<file path="config.mk">
export PLATFORM = sky130hd
export DESIGN_NAME = assembly_operand_value_parser_top
export DESIGN_NICKNAME = d
export VERILOG_FILES = /design/src/rtl/aovp_pkg.sv /design/src/rtl/assembly_operand_value_parser_top.sv
export SDC_FILE = /design/constraint.sdc
export NUM_CORES = 1
export LEC_CHECK = 0
export ABC_AREA = 1
export BUFFER_PORTS_ARGS = -buffer_cell sky130_fd_sc_hd__buf_4
export CORE_UTILIZATION = 40
export CTS_CLUSTER_SIZE = 40
export DETAILED_ROUTE_END_ITERATION = 12
export PLACE_DENSITY = 0.53
export SYNTH_ARGS = -nofsm -noshare
export SYNTH_HDL_FRONTEND = slang
export SYNTH_SLANG_ARGS = --single-unit
</file>
<file path="constraint.sdc">
create_clock -name clock -period 6.07 [get_ports clock]
set_clock_uncertainty 0.15 [all_clocks]
set_input_delay 0.607 -clock clock [delete_from_list [all_inputs] [get_ports clock]]
set_output_delay 0.607 -clock clock [all_outputs]
set_load 0.01 [all_outputs]
</file>
<file path="src/rtl/aovp_pkg.sv">
// Package with character codes, register-name tables and helpers for the operand parser.
package aovp_pkg;

   localparam int unsigned VALUE_W = 32;
   localparam int unsigned CHAR_W  = 8;
   localparam int unsigned POS_W   = 3;
   localparam int unsigned NAMES   = 6;

   localparam logic [POS_W-1:0] POS_MAX = 3'd7;

   // Character codes used by the form detection.
   localparam logic [CHAR_W-1:0] CHAR_ZERO   = 8'd48;   // '0'
   localparam logic [CHAR_W-1:0] CHAR_NINE   = 8'd57;   // '9'
   localparam logic [CHAR_W-1:0] CHAR_X      = 8'd120;  // 'x'
   localparam logic [CHAR_W-1:0] CHAR_DOLLAR = 8'd36;   // '$'
   localparam logic [CHAR_W-1:0] CHAR_MINUS  = 8'd45;   // '-'
   localparam logic [CHAR_W-1:0] CHAR_UP_A   = 8'd65;   // 'A'
   localparam logic [CHAR_W-1:0] CHAR_UP_Z   = 8'd90;   // 'Z'
   localparam logic [CHAR_W-1:0] CHAR_LO_A   = 8'd97;   // 'a'
   localparam logic [CHAR_W-1:0] CHAR_LO_F   = 8'd102;  // 'f'
   localparam logic [CHAR_W-1:0] CHAR_LO_Z   = 8'd122;  // 'z'
   localparam logic [CHAR_W-1:0] CHAR_V      = 8'd118;  // 'v'
   localparam logic [CHAR_W-1:0] CHAR_T      = 8'd116;  // 't'
   localparam logic [CHAR_W-1:0] CHAR_S      = 8'd115;  // 's'
   localparam logic [CHAR_W-1:0] CHAR_K      = 8'd107;  // 'k'

   // Offset that turns 'a'..'f' into 10..15.
   localparam logic [VALUE_W-1:0] HEX_LETTER_BIAS = 32'd87;

   // Fixed register names, first character in the top byte.
   localparam logic [31:0] NAME_WORD [NAMES] = '{
      "zero", {"at", 16'h0}, {"gp", 16'h0}, {"sp", 16'h0}, {"fp", 16'h0}, {"ra", 16'h0}
   };
   localparam logic [POS_W-1:0] NAME_LEN [NAMES] = '{3'd4, 3'd2, 3'd2, 3'd2, 3'd2, 3'd2};
   localparam logic [VALUE_W-1:0] NAME_VALUE [NAMES] = '{
      32'd0, 32'd1, 32'd28, 32'd29, 32'd30, 32'd31
   };

   // Base values of the numbered register groups.
   localparam logic [VALUE_W-1:0] BASE_V    = 32'd2;
   localparam logic [VALUE_W-1:0] BASE_A    = 32'd4;
   localparam logic [VALUE_W-1:0] BASE_T_LO = 32'd8;
   localparam logic [VALUE_W-1:0] BASE_T_HI = 32'd16;
   localparam logic [VALUE_W-1:0] BASE_S    = 32'd16;
   localparam logic [VALUE_W-1:0] BASE_K    = 32'd26;
   localparam logic [VALUE_W-1:0] T_SPLIT   = 32'd8;

   function automatic logic is_digit(input logic [CHAR_W-1:0] c);
      return (c >= CHAR_ZERO) && (c <= CHAR_NINE);
   endfunction

   function automatic logic is_letter(input logic [CHAR_W-1:0] c);
      return ((c >= CHAR_UP_A) && (c <= CHAR_UP_Z)) || ((c >= CHAR_LO_A) && (c <= CHAR_LO_Z));
   endfunction

   // True when character c at name position k still matches the given name.
   function automatic logic prefix_keep(input logic [31:0] name, input logic [POS_W-1:0] len,
                                        input logic [POS_W-1:0] k, input logic [CHAR_W-1:0] c);
      logic [CHAR_W-1:0] ch;
      unique case (k[1:0])
         2'd0: ch = name[31:24];
         2'd1: ch = name[23:16];
         2'd2: ch = name[15:8];
         default: ch = name[7:0];
      endcase
      return (k < len) && (ch == c);
   endfunction

   function automatic logic [VALUE_W-1:0] times_ten(input logic [VALUE_W-1:0] x);
      return (x << 3) + (x << 1);
   endfunction

endpackage

</file>
<file path="src/rtl/assembly_operand_value_parser_top.sv">
// Top level of the assembler operand value parser.

// The parser takes one character of an operand token per request and returns the token's
// signed 32-bit value as one response, sent for the request whose last_char is set; other
// requests give no response. Hexadecimal ("0x" and at least one more character, lowercase
// letter digits), numbered registers ("$" and digits), symbolic registers ("$" and a
// letter), negated decimals ("-") and plain decimals are recognized; all sums wrap modulo
// 2^32. A request is registered in an input stage and processed when it moves on from there:
// one multiply-by-ten add per accumulator, the register-name match and the form selection
// sit between the input stage and the response register. The block accepts one character
// every cycle while no response waits for rsp_ready; a last character passes the input
// stage and then the response register. While a response waits for rsp_ready, one more
// character can be held in the input stage; throughput then follows the response side.
module assembly_operand_value_parser_top (
   input  logic               clock,
   input  logic               reset,
   input  logic               req_valid,
   output logic               req_ready,
   input  logic [7:0]         req_char_code,
   input  logic               req_last_char,
   output logic               rsp_valid,
   input  logic               rsp_ready,
   output logic signed [31:0] rsp_operand_value
);

   // Input stage.
   logic                                   in_valid_ff;
   logic [aovp_pkg::CHAR_W-1:0]            in_char_ff;
   logic                                   in_last_ff;
   logic                                   advance;

   // Token state.
   logic [aovp_pkg::POS_W-1:0]   char_position_ff, char_position_in;
   logic [aovp_pkg::CHAR_W-1:0]  lead_char_ff, lead_char_in;
   logic [aovp_pkg::CHAR_W-1:0]  reg_first_char_ff, reg_first_char_in;
   logic                         reg_second_is_digit_ff, reg_second_is_digit_in;
   logic [aovp_pkg::VALUE_W-1:0] hex_accumulator_ff, hex_accumulator_in;
   logic [aovp_pkg::VALUE_W-1:0] dec_from_first_ff, dec_from_first_in;
   logic [aovp_pkg::VALUE_W-1:0] dec_from_second_ff, dec_from_second_in;
   logic [aovp_pkg::VALUE_W-1:0] dec_from_third_ff, dec_from_third_in;
   logic [aovp_pkg::NAMES-1:0]   name_prefix_flags_ff, name_prefix_flags_in;

   // Response register.
   logic                         rsp_valid_ff;
   logic [aovp_pkg::VALUE_W-1:0] rsp_value_ff, rsp_value_in;

   logic [aovp_pkg::VALUE_W-1:0] digit;
   logic [aovp_pkg::VALUE_W-1:0] hex_digit;
   logic [aovp_pkg::POS_W-1:0]   name_index;
   logic [aovp_pkg::VALUE_W-1:0] symbolic_value;

   // The input stage moves on when the response register is empty or being drained.
   assign advance   = in_valid_ff && (!rsp_valid_ff || rsp_ready);
   assign req_ready = !in_valid_ff || advance;

   assign rsp_valid         = rsp_valid_ff;
   assign rsp_operand_value = rsp_value_ff;

   always_comb begin
      digit     = {24'd0, in_char_ff} - {24'd0, aovp_pkg::CHAR_ZERO};
      hex_digit = digit;
      if ((in_char_ff >= aovp_pkg::CHAR_LO_A) && (in_char_ff <= aovp_pkg::CHAR_LO_F)) begin
         hex_digit = {24'd0, in_char_ff} - aovp_pkg::HEX_LETTER_BIAS;
      end
      name_index = char_position_ff - 3'd1;

      // Every character feeds the decimal value that starts at the first character; the
      // later accumulators start counting at their own character position.
      dec_from_first_in      = aovp_pkg::times_ten(dec_from_first_ff) + digit;
      dec_from_second_in     = dec_from_second_ff;
      dec_from_third_in      = dec_from_third_ff;
      hex_accumulator_in     = hex_accumulator_ff;
      name_prefix_flags_in   = name_prefix_flags_ff;
      lead_char_in           = lead_char_ff;
      reg_first_char_in      = reg_first_char_ff;
      reg_second_is_digit_in = reg_second_is_digit_ff;

      if (char_position_ff >= 3'd1) begin
         dec_from_second_in = aovp_pkg::times_ten(dec_from_second_ff) + digit;
         for (int j = 0; j < aovp_pkg::NAMES; j++) begin
            if (!aovp_pkg::prefix_keep(aovp_pkg::NAME_WORD[j], aovp_pkg::NAME_LEN[j],
                                       name_index, in_char_ff)) begin
               name_prefix_flags_in[j] = 1'b0;
            end
         end
      end
      if (char_position_ff >= 3'd2) begin
         dec_from_third_in  = aovp_pkg::times_ten(dec_from_third_ff) + digit;
         hex_accumulator_in = (hex_accumulator_ff << 4) + hex_digit;
      end
      if (char_position_ff == 3'd0) begin
         lead_char_in = in_char_ff;
      end
      if (char_position_ff == 3'd1) begin
         reg_first_char_in = in_char_ff;
      end
      if (char_position_ff == 3'd2) begin
         reg_second_is_digit_in = aovp_pkg::is_digit(in_char_ff);
      end
      char_position_in = (char_position_ff == aovp_pkg::POS_MAX) ?
                         aovp_pkg::POS_MAX : char_position_ff + 3'd1;

      // Symbolic register names; the order of the checks decides.
      symbolic_value = '0;
      priority if (name_prefix_flags_in[0]) begin
         symbolic_value = aovp_pkg::NAME_VALUE[0];
      end else if (name_prefix_flags_in[1]) begin
         symbolic_value = aovp_pkg::NAME_VALUE[1];
      end else if (reg_second_is_digit_in && (reg_first_char_in == aovp_pkg::CHAR_V)) begin
         symbolic_value = aovp_pkg::BASE_V + dec_from_third_in;
      end else if (reg_second_is_digit_in && (reg_first_char_in == aovp_pkg::CHAR_LO_A)) begin
         symbolic_value = aovp_pkg::BASE_A + dec_from_third_in;
      end else if (reg_second_is_digit_in && (reg_first_char_in == aovp_pkg::CHAR_T)) begin
         if ($signed(dec_from_third_in) < $signed(aovp_pkg::T_SPLIT)) begin
            symbolic_value = aovp_pkg::BASE_T_LO + dec_from_third_in;
         end else begin
            symbolic_value = aovp_pkg::BASE_T_HI + dec_from_third_in;
         end
      end else if (reg_second_is_digit_in && (reg_first_char_in == aovp_pkg::CHAR_S)) begin
         symbolic_value = aovp_pkg::BASE_S + dec_from_third_in;
      end else if (reg_second_is_digit_in && (reg_first_char_in == aovp_pkg::CHAR_K)) begin
         symbolic_value = aovp_pkg::BASE_K + dec_from_third_in;
      end else if (name_prefix_flags_in[2]) begin
         symbolic_value = aovp_pkg::NAME_VALUE[2];
      end else if (name_prefix_flags_in[3]) begin
         symbolic_value = aovp_pkg::NAME_VALUE[3];
      end else if (name_prefix_flags_in[4]) begin
         symbolic_value = aovp_pkg::NAME_VALUE[4];
      end else if (name_prefix_flags_in[5]) begin
         symbolic_value = aovp_pkg::NAME_VALUE[5];
      end else begin
         // A letter that starts no known name gives zero.
         symbolic_value = '0;
      end

      // Form selection on the token as it stands after this character.
      priority if ((char_position_in > 3'd2) && (lead_char_in == aovp_pkg::CHAR_ZERO) &&
                   (reg_first_char_in == aovp_pkg::CHAR_X)) begin
         rsp_value_in = hex_accumulator_in;
      end else if (lead_char_in == aovp_pkg::CHAR_DOLLAR) begin
         if ((char_position_in >= 3'd2) && aovp_pkg::is_letter(reg_first_char_in)) begin
            rsp_value_in = symbolic_value;
         end else begin
            rsp_value_in = dec_from_second_in;
         end
      end else if (lead_char_in == aovp_pkg::CHAR_MINUS) begin
         rsp_value_in = '0 - dec_from_second_in;
      end else begin
         rsp_value_in = dec_from_first_in;
      end
   end

   always_ff @(posedge clock) begin
      if (reset) begin
         in_valid_ff            <= 1'b0;
         rsp_valid_ff           <= 1'b0;
         char_position_ff       <= '0;
         lead_char_ff           <= '0;
         reg_first_char_ff      <= '0;
         reg_second_is_digit_ff <= 1'b0;
         hex_accumulator_ff     <= '0;
         dec_from_first_ff      <= '0;
         dec_from_second_ff     <= '0;
         dec_from_third_ff      <= '0;
         name_prefix_flags_ff   <= '1;
      end else begin
         if (req_valid && req_ready) begin
            in_valid_ff <= 1'b1;
            in_char_ff  <= req_char_code;
            in_last_ff  <= req_last_char;
         end else if (advance) begin
            in_valid_ff <= 1'b0;
         end

         if (advance) begin
            rsp_valid_ff <= in_last_ff;
            if (in_last_ff) begin
               rsp_value_ff <= rsp_value_in;
            end
         end else if (rsp_ready) begin
            rsp_valid_ff <= 1'b0;
         end

         if (advance) begin
            // The last character of a token returns the state to its start values.
            if (in_last_ff) begin
               char_position_ff       <= '0;
               lead_char_ff           <= '0;
               reg_first_char_ff      <= '0;
               reg_second_is_digit_ff <= 1'b0;
               hex_accumulator_ff     <= '0;
               dec_from_first_ff      <= '0;
               dec_from_second_ff     <= '0;
               dec_from_third_ff      <= '0;
               name_prefix_flags_ff   <= '1;
            end else begin
               char_position_ff       <= char_position_in;
               lead_char_ff           <= lead_char_in;
               reg_first_char_ff      <= reg_first_char_in;
               reg_second_is_digit_ff <= reg_second_is_digit_in;
               hex_accumulator_ff     <= hex_accumulator_in;
               dec_from_first_ff      <= dec_from_first_in;
               dec_from_second_ff     <= dec_from_second_in;
               dec_from_third_ff      <= dec_from_third_in;
               name_prefix_flags_ff   <= name_prefix_flags_in;
            end
         end
      end
   end

endmodule

</file>
==> impl_metrics.ini, run 1 <==
[global_route]
antenna_found_initial = 2
grt_usage_pct = 30.8
grt_max_degree = 83
grt_pass1_wl_um = 144000
grt-ovfl-total = 0
grt_pass1_vias = 24500

[clock_network]
cts_sinks = 196
cts_hold_buffers = 0
clockRootBuffer = clkbuf_16
ctsHtreeMaxLevel = 4
clock_latency_ns = 0.53
cts_buffers = 17
clockBufferDepth = 2
cts_tree = built
clkTransAtPathRegs_ns = 0.09

[timing]
setup_violations = 0
fmax_ghz = 0.171
worstMarginPinSlew_ns = 1.08
setup_slack_ns = 0.229
rsz0062_at_grt = false
post-route-period-util_pct = 96.2
finalMaxSlewViolations = 0
whs_ns = 0.109
maxSlewHeadroom_pct = 28.3
hold_viol = 0
setup_tns_ns = 0
period_needed_ns = 5.84

[logic_synthesis]
ys.warnings.count = 0
ys_async_sr_fraction_pct = 0
synthCells = 3845
yosys_most_used_dff = dfxtp_1
avgSynthCellArea_um2 = 6.25
synth_edf_count = 41
ys_top_cells_by_area = nand2_1 18%, dfxtp_1 13%, a21oi_1 7.9%, ha_1 7.4%, fa_1 7.3%
syn_nets = 4089
synth_cell_types = 67
ys_seq_elements = 196
synth_top_area_cell = nand2_1
netlist.area_leader.share_pct = 18.1
synth_commonest_cells = 1158 x nand2_1, 406 x inv_1, 379 x a21oi_1
yosysMostFrequentCell = nand2_1
synth_area_um2 = 24000
ys_seq_area_share_pct = 18.0

[drt]
final_antenna_net_count = 0
first_pass_iters = 5
drt-wirelength-per-cell_um = 19.9
route.met2.wl_um = 41700
drt_iter0_markers = 2427
viasPerCell = 5.51
maxUsedRoutingLayer = met5
routed_wl_um = 93000
vias = 25700
drc_errors = 0
wl_met1_um = 42700
dr_wl_met3_um = 6040

[final_layout]
drive_gt1_share_pct = 9.09
fin_cells = 4668
nFillCells = 6477
fin_area_um2 = 26200
fin_nets = 4126
seqCellArea_um2 = 4330
diodes = 0
multiInputGateArea_um2 = 17500
areaGrowthSynthToFinish_pct = 9.09

[floorplanning]
pin_count = 47
start_util_pct = 40.6
dieArea_um2 = 61000
die_y_um = 247
core_area_um2 = 59100
rows = 89
die_x_um = 247

[power_and_ir_drop]
p_leak_nw = 12.1
switchingPower_mw = 1.24
clockPowerShare_pct = 38.3
swShare_pct = 35.4
irDropWorstVdd_mv = 0.248
p_int_mw = 2.26
power.density_nw_per_um2 = 133
power_frac_seq_pct = 39.3
pwr-share-comb_pct = 22.4

[run_status]
outcome = finished, final reports clean

[critical_path]
path_max_fanout = 24
crit_required_ns = 6.19
cp_slowest_cell = edfxtp_1
critPathLaunchType = flip-flop
rrSetupSlack_ns = 0.23
cp_common_cell = nand2_1
crit_type = reg2reg
crit_arrival_ns = 5.97
critPathCaptureType = flip-flop
max_stage_delay_ns = 0.48

[place]
io_buffers = 46
dpl_cell_area_um2 = 25500
numPlacedInstances = 4634
gp_congestion = 1.02
hpwl_um = 73100
pre_cts_ws_ns = 0.161

[flow_run]
cap_violations = 0

[worst_hold_path]
hold_class = in2reg
cell type report:
type                       instances  share of cell area [%]
timing repair buffer             139                    4.08
inverter                         440                    6.32
clock buffer                      18                    1.72
clock inverter                    14                   0.764
sequential                       196                    16.5
multi-input combinational       3088                    66.9
tap                              773                    3.69
cell families after synthesis:
group / Yosys count / share of synthesized area [%]
simple gates: 1982 / 35.8
compound gates: 729 / 16.8
xor+xnor: 146 / 5.32
flops: 196 / 18.0
fa+ha+maj: 231 / 14.8
buf+inv: 561 / 9.24
sequential cells by signal, indices dropped and copies added, names as in the netlist, 3 cells and up:
register,count
dec_from_second_ff,32
in_char_ff,8
hex_accumulator_ff,32
dec_from_first_ff,31
char_position_ff,3
dec_from_third_ff,32
lead_char_ff,8
reg_first_char_ff,8
rsp_operand_value,32
name_prefix_flags_ff,6
critical path: cells and delay by family, from the launching register on:
kind	cells	cell delay [ns]
AOI/OAI and AO/OA	1	0.10
adders and majority gates	3	1.10
buffers and inverters	4	0.62
xor gates and xnor gates	1	0.20
and+or+nand+nor	20	2.93
DFF	1	0.48
routing by layer:
metal / vias to the layer above / track usage [%]
met5: - / 0
met3: 149 / 4.08
met4: 4 / 9.17
met2: 848 / 49.4
li1: 12700 / -
met1: 12000 / 42.8
repair_timing:
action / 4_1_cts / 5_1_grt
resized for setup: 0 / 8
setup endpoints to repair: 0 / 14
buffers inserted: 0 / 2
metrics by stage:
step           utilization (%)  total power [mW]
6_report                  44.3              3.50
5_1_grt                   44.3              3.65
4_1_cts                   44.2              3.51
3_5_place_dp              43.1              2.17
3_3_place_gp              43.1              2.17
2_1_floorplan                -              1.94
power groups by stage:
stage / logic [mW] / clock network (mW) / registers, mW
2_1_floorplan: 0.541 / 0 / 1.40
3_3_place_gp: 0.769 / 0 / 1.41
6_report: 0.783 / 1.34 / 1.37
4_1_cts: 0.770 / 1.36 / 1.37
5_1_grt: 0.867 / 1.40 / 1.38
3_5_place_dp: 0.766 / 0 / 1.41
final timing paths:
path,startpoint,to,depth (start not counted)
worst max-delay path,in_char_ff[5],rsp_operand_value[29],29
worst min-delay path,req_char_code[2],in_char_ff[2],1
worst max register to register,in_char_ff[5],rsp_operand_value[29],29
worst min register to register,lead_char_ff[2],lead_char_ff[2],2
placed cells by master, fill, tap and decap left out, drive strengths merged, types with 11 or more instances in the layout:
cell    Yosys  layout
nand3     254     254
xor2      107     107
o21ai     222     222
a21o       12      12
nand3b     15      15
fa         88      88
clkbuf     80      18
inv       429     434
or2        39      39
clkinv     11      17
o211ai     23      23
nor4       12      12
buf        41     139
a21oi     380     380
xnor2      39      39
nand4      57      57
nor3       65      65
nor2      333     333
o31ai      11      11
nand2    1202    1202
ha        143     143
dfxtp     155     155
edfxtp     41      41
a31oi      19      19
o21a       13      13
Note: power is estimated with default switching activity, not from simulation.
==> run 2: changes to the inputs <==
Settings changed: CELL_PAD_IN_SITES_DETAIL_PLACEMENT set to 0, CELL_PAD_IN_SITES_GLOBAL_PLACEMENT set to 2, CORE_UTILIZATION 40 to 33, PLACE_DENSITY 0.53 to 0.75.
==> run 2 against run 1 <==
Effect of this change: core utilization is 7.3 points lower; die area up 21%; clock-buffer cell count did not move; global-route usage is 3.1 points lower; sequential cell count unchanged; via count fell by 1.2%; worst setup slack improved by 0.18 ns; hold slack better by 0.013 ns.
==> impl_metrics.ini, run 2 (synthesis gave the netlist of run 1 again) <==
[floorplanning]
pin_count = 47
start_util_pct = 33.5
core_area_um2 = 71700
die_y_um = 272
die_x_um = 272
dieArea_um2 = 73900
rows = 98

[power_and_ir_drop]
p_leak_nw = 12.2
irDropWorstVdd_mv = 0.214
power.density_nw_per_um2 = 130

[critical_path]
critPathCaptureType = flip-flop
cp_slowest_cell = edfxtp_1
crit_type = reg2reg
critPathLaunchType = flip-flop
path_max_fanout = 24
cp_common_cell = nand2_1
rr_worst_depth = 32
crit_required_ns = 6.19
max_stage_delay_ns = 0.50
crit_arrival_ns = 5.78

[timing]
post-route-period-util_pct = 93.3
setup_slack_ns = 0.408
setup_violations = 0
maxSlewHeadroom_pct = 29.7
rsz0062_at_grt = false
worstMarginPinSlew_ns = 1.05
whs_ns = 0.122
finalMaxSlewViolations = 0
period_needed_ns = 5.66
hold_viol = 0
setup_tns_ns = 0
fmax_ghz = 0.177

[clock_network]
clock_latency_ns = 0.52
ctsHtreeMaxLevel = 4
cts_tree = built
clockRootBuffer = clkbuf_16
cts_setup_buffers = 0
clockBufferDepth = 2
clkTransAtPathRegs_ns = 0.09
cts_sinks = 196
cts_buffers = 17

[global_route]
grt_max_degree = 142
grt_usage_pct = 27.7
grt-ovfl-total = 0
grt_pass1_vias = 25400
grt_pass1_wl_um = 156000
antenna_found_initial = 1

[worst_hold_path]
hold_depth = 1
hold_class = in2reg

[final_layout]
areaGrowthSynthToFinish_pct = 10.7
fin_nets = 4153
nFillCells = 8105
fin_util_pct = 37.1
most-common-layout-cells = 1157 x nand2_1, 405 x inv_1, 379 x a21oi_1
diodes = 0
drive_gt1_share_pct = 9.66
fin_cells = 4872
final_common_cell = nand2_1

[drt]
routed_wl_um = 102000
final_antenna_net_count = 0
viasPerCell = 5.21
drc_errors = 0
first_pass_iters = 5
drt_iter0_markers = 1870
drt-wirelength-per-cell_um = 20.9
vias = 25400

[place]
io_buffers = 46
gp_congestion = 0.960
numPlacedInstances = 4840
pre_cts_ws_ns = 0.212
hpwl_um = 81200

[run_status]
outcome = finished, final reports clean

[flow_run]
cap_violations = 0
-- run 2: cell count changes in the layout (fill, tap and decap cells not counted), moves of 2 or more --
cell      previous run  this run
clkinv_4             0         2
clkinv_2             1         3
nand2_2             41        39
clkinv_8             4         1
buf_4              137       164
nor3_2              16        14
-- run 2: worst max-delay path: cells and delay by family, from the launching register on --
kind                     cells  cell delay (ns)
AND/OR/NAND/NOR             22             2.67
AO/OA/AOI/OAI                2             0.25
flip-flops                   1             0.50
adder cells (fa/ha/maj)      3             1.12
buffers and inverters        5             0.67
-- run 2: final cells by class --
| class | count | area, um2 | area share, % |
|---|---|---|---|
| repair buffers | 166 | 1270 | 4.78 |
| well taps | 950 | 1190 | 4.47 |
| clock inverters | 14 | 168 | 0.631 |
| inverters | 440 | 1660 | 6.23 |
| clock buffers | 18 | 429 | 1.61 |
| multi-input cells | 3088 | 17500 | 66.0 |
| flip-flops and latches | 196 | 4330 | 16.3 |
-- run 2: final timing paths --
path | startpoint | endpoint | slack (ns)
max | in_char_ff[5] | rsp_operand_value[14] | 0.41
min | req_char_code[3] | in_char_ff[3] | 0.12
max reg2reg | in_char_ff[5] | rsp_operand_value[14] | 0.41
min reg2reg | lead_char_ff[1] | lead_char_ff[1] | 0.32
-- run 2: what timing repair did --
| action | 4_1_cts | 5_1_grt |
|---|---|---|
| endpoints found under the setup margin | 0 | 19 |
| resized for setup | 0 | 5 |
| hold buffers | 0 | 0 |
-- run 2: where the power goes --
group          internal [mW]  total (mW)  switching [mW]
Sequential              1.35        1.37          0.0226
Clock                  0.621        1.27           0.652
Combinational          0.262       0.815           0.553
-- run 2: per-stage QoR --
stage / cell area [um2] / power [mW]
3_3_place_gp: 26000 / 2.22
3_5_place_dp: 26000 / 2.21
4_1_cts: 26600 / 3.49
2_1_floorplan: 24000 / 1.94
5_1_grt: 26600 / 3.62
6_report: 26600 / 3.46
-- run 2: routing by layer --
layer,part of all wire [%],global-route usage (%)
met2,49,49.1
met3,3.5,2.78
met1,44,35.2
met5,0.0079,0
met4,2.7,8.34
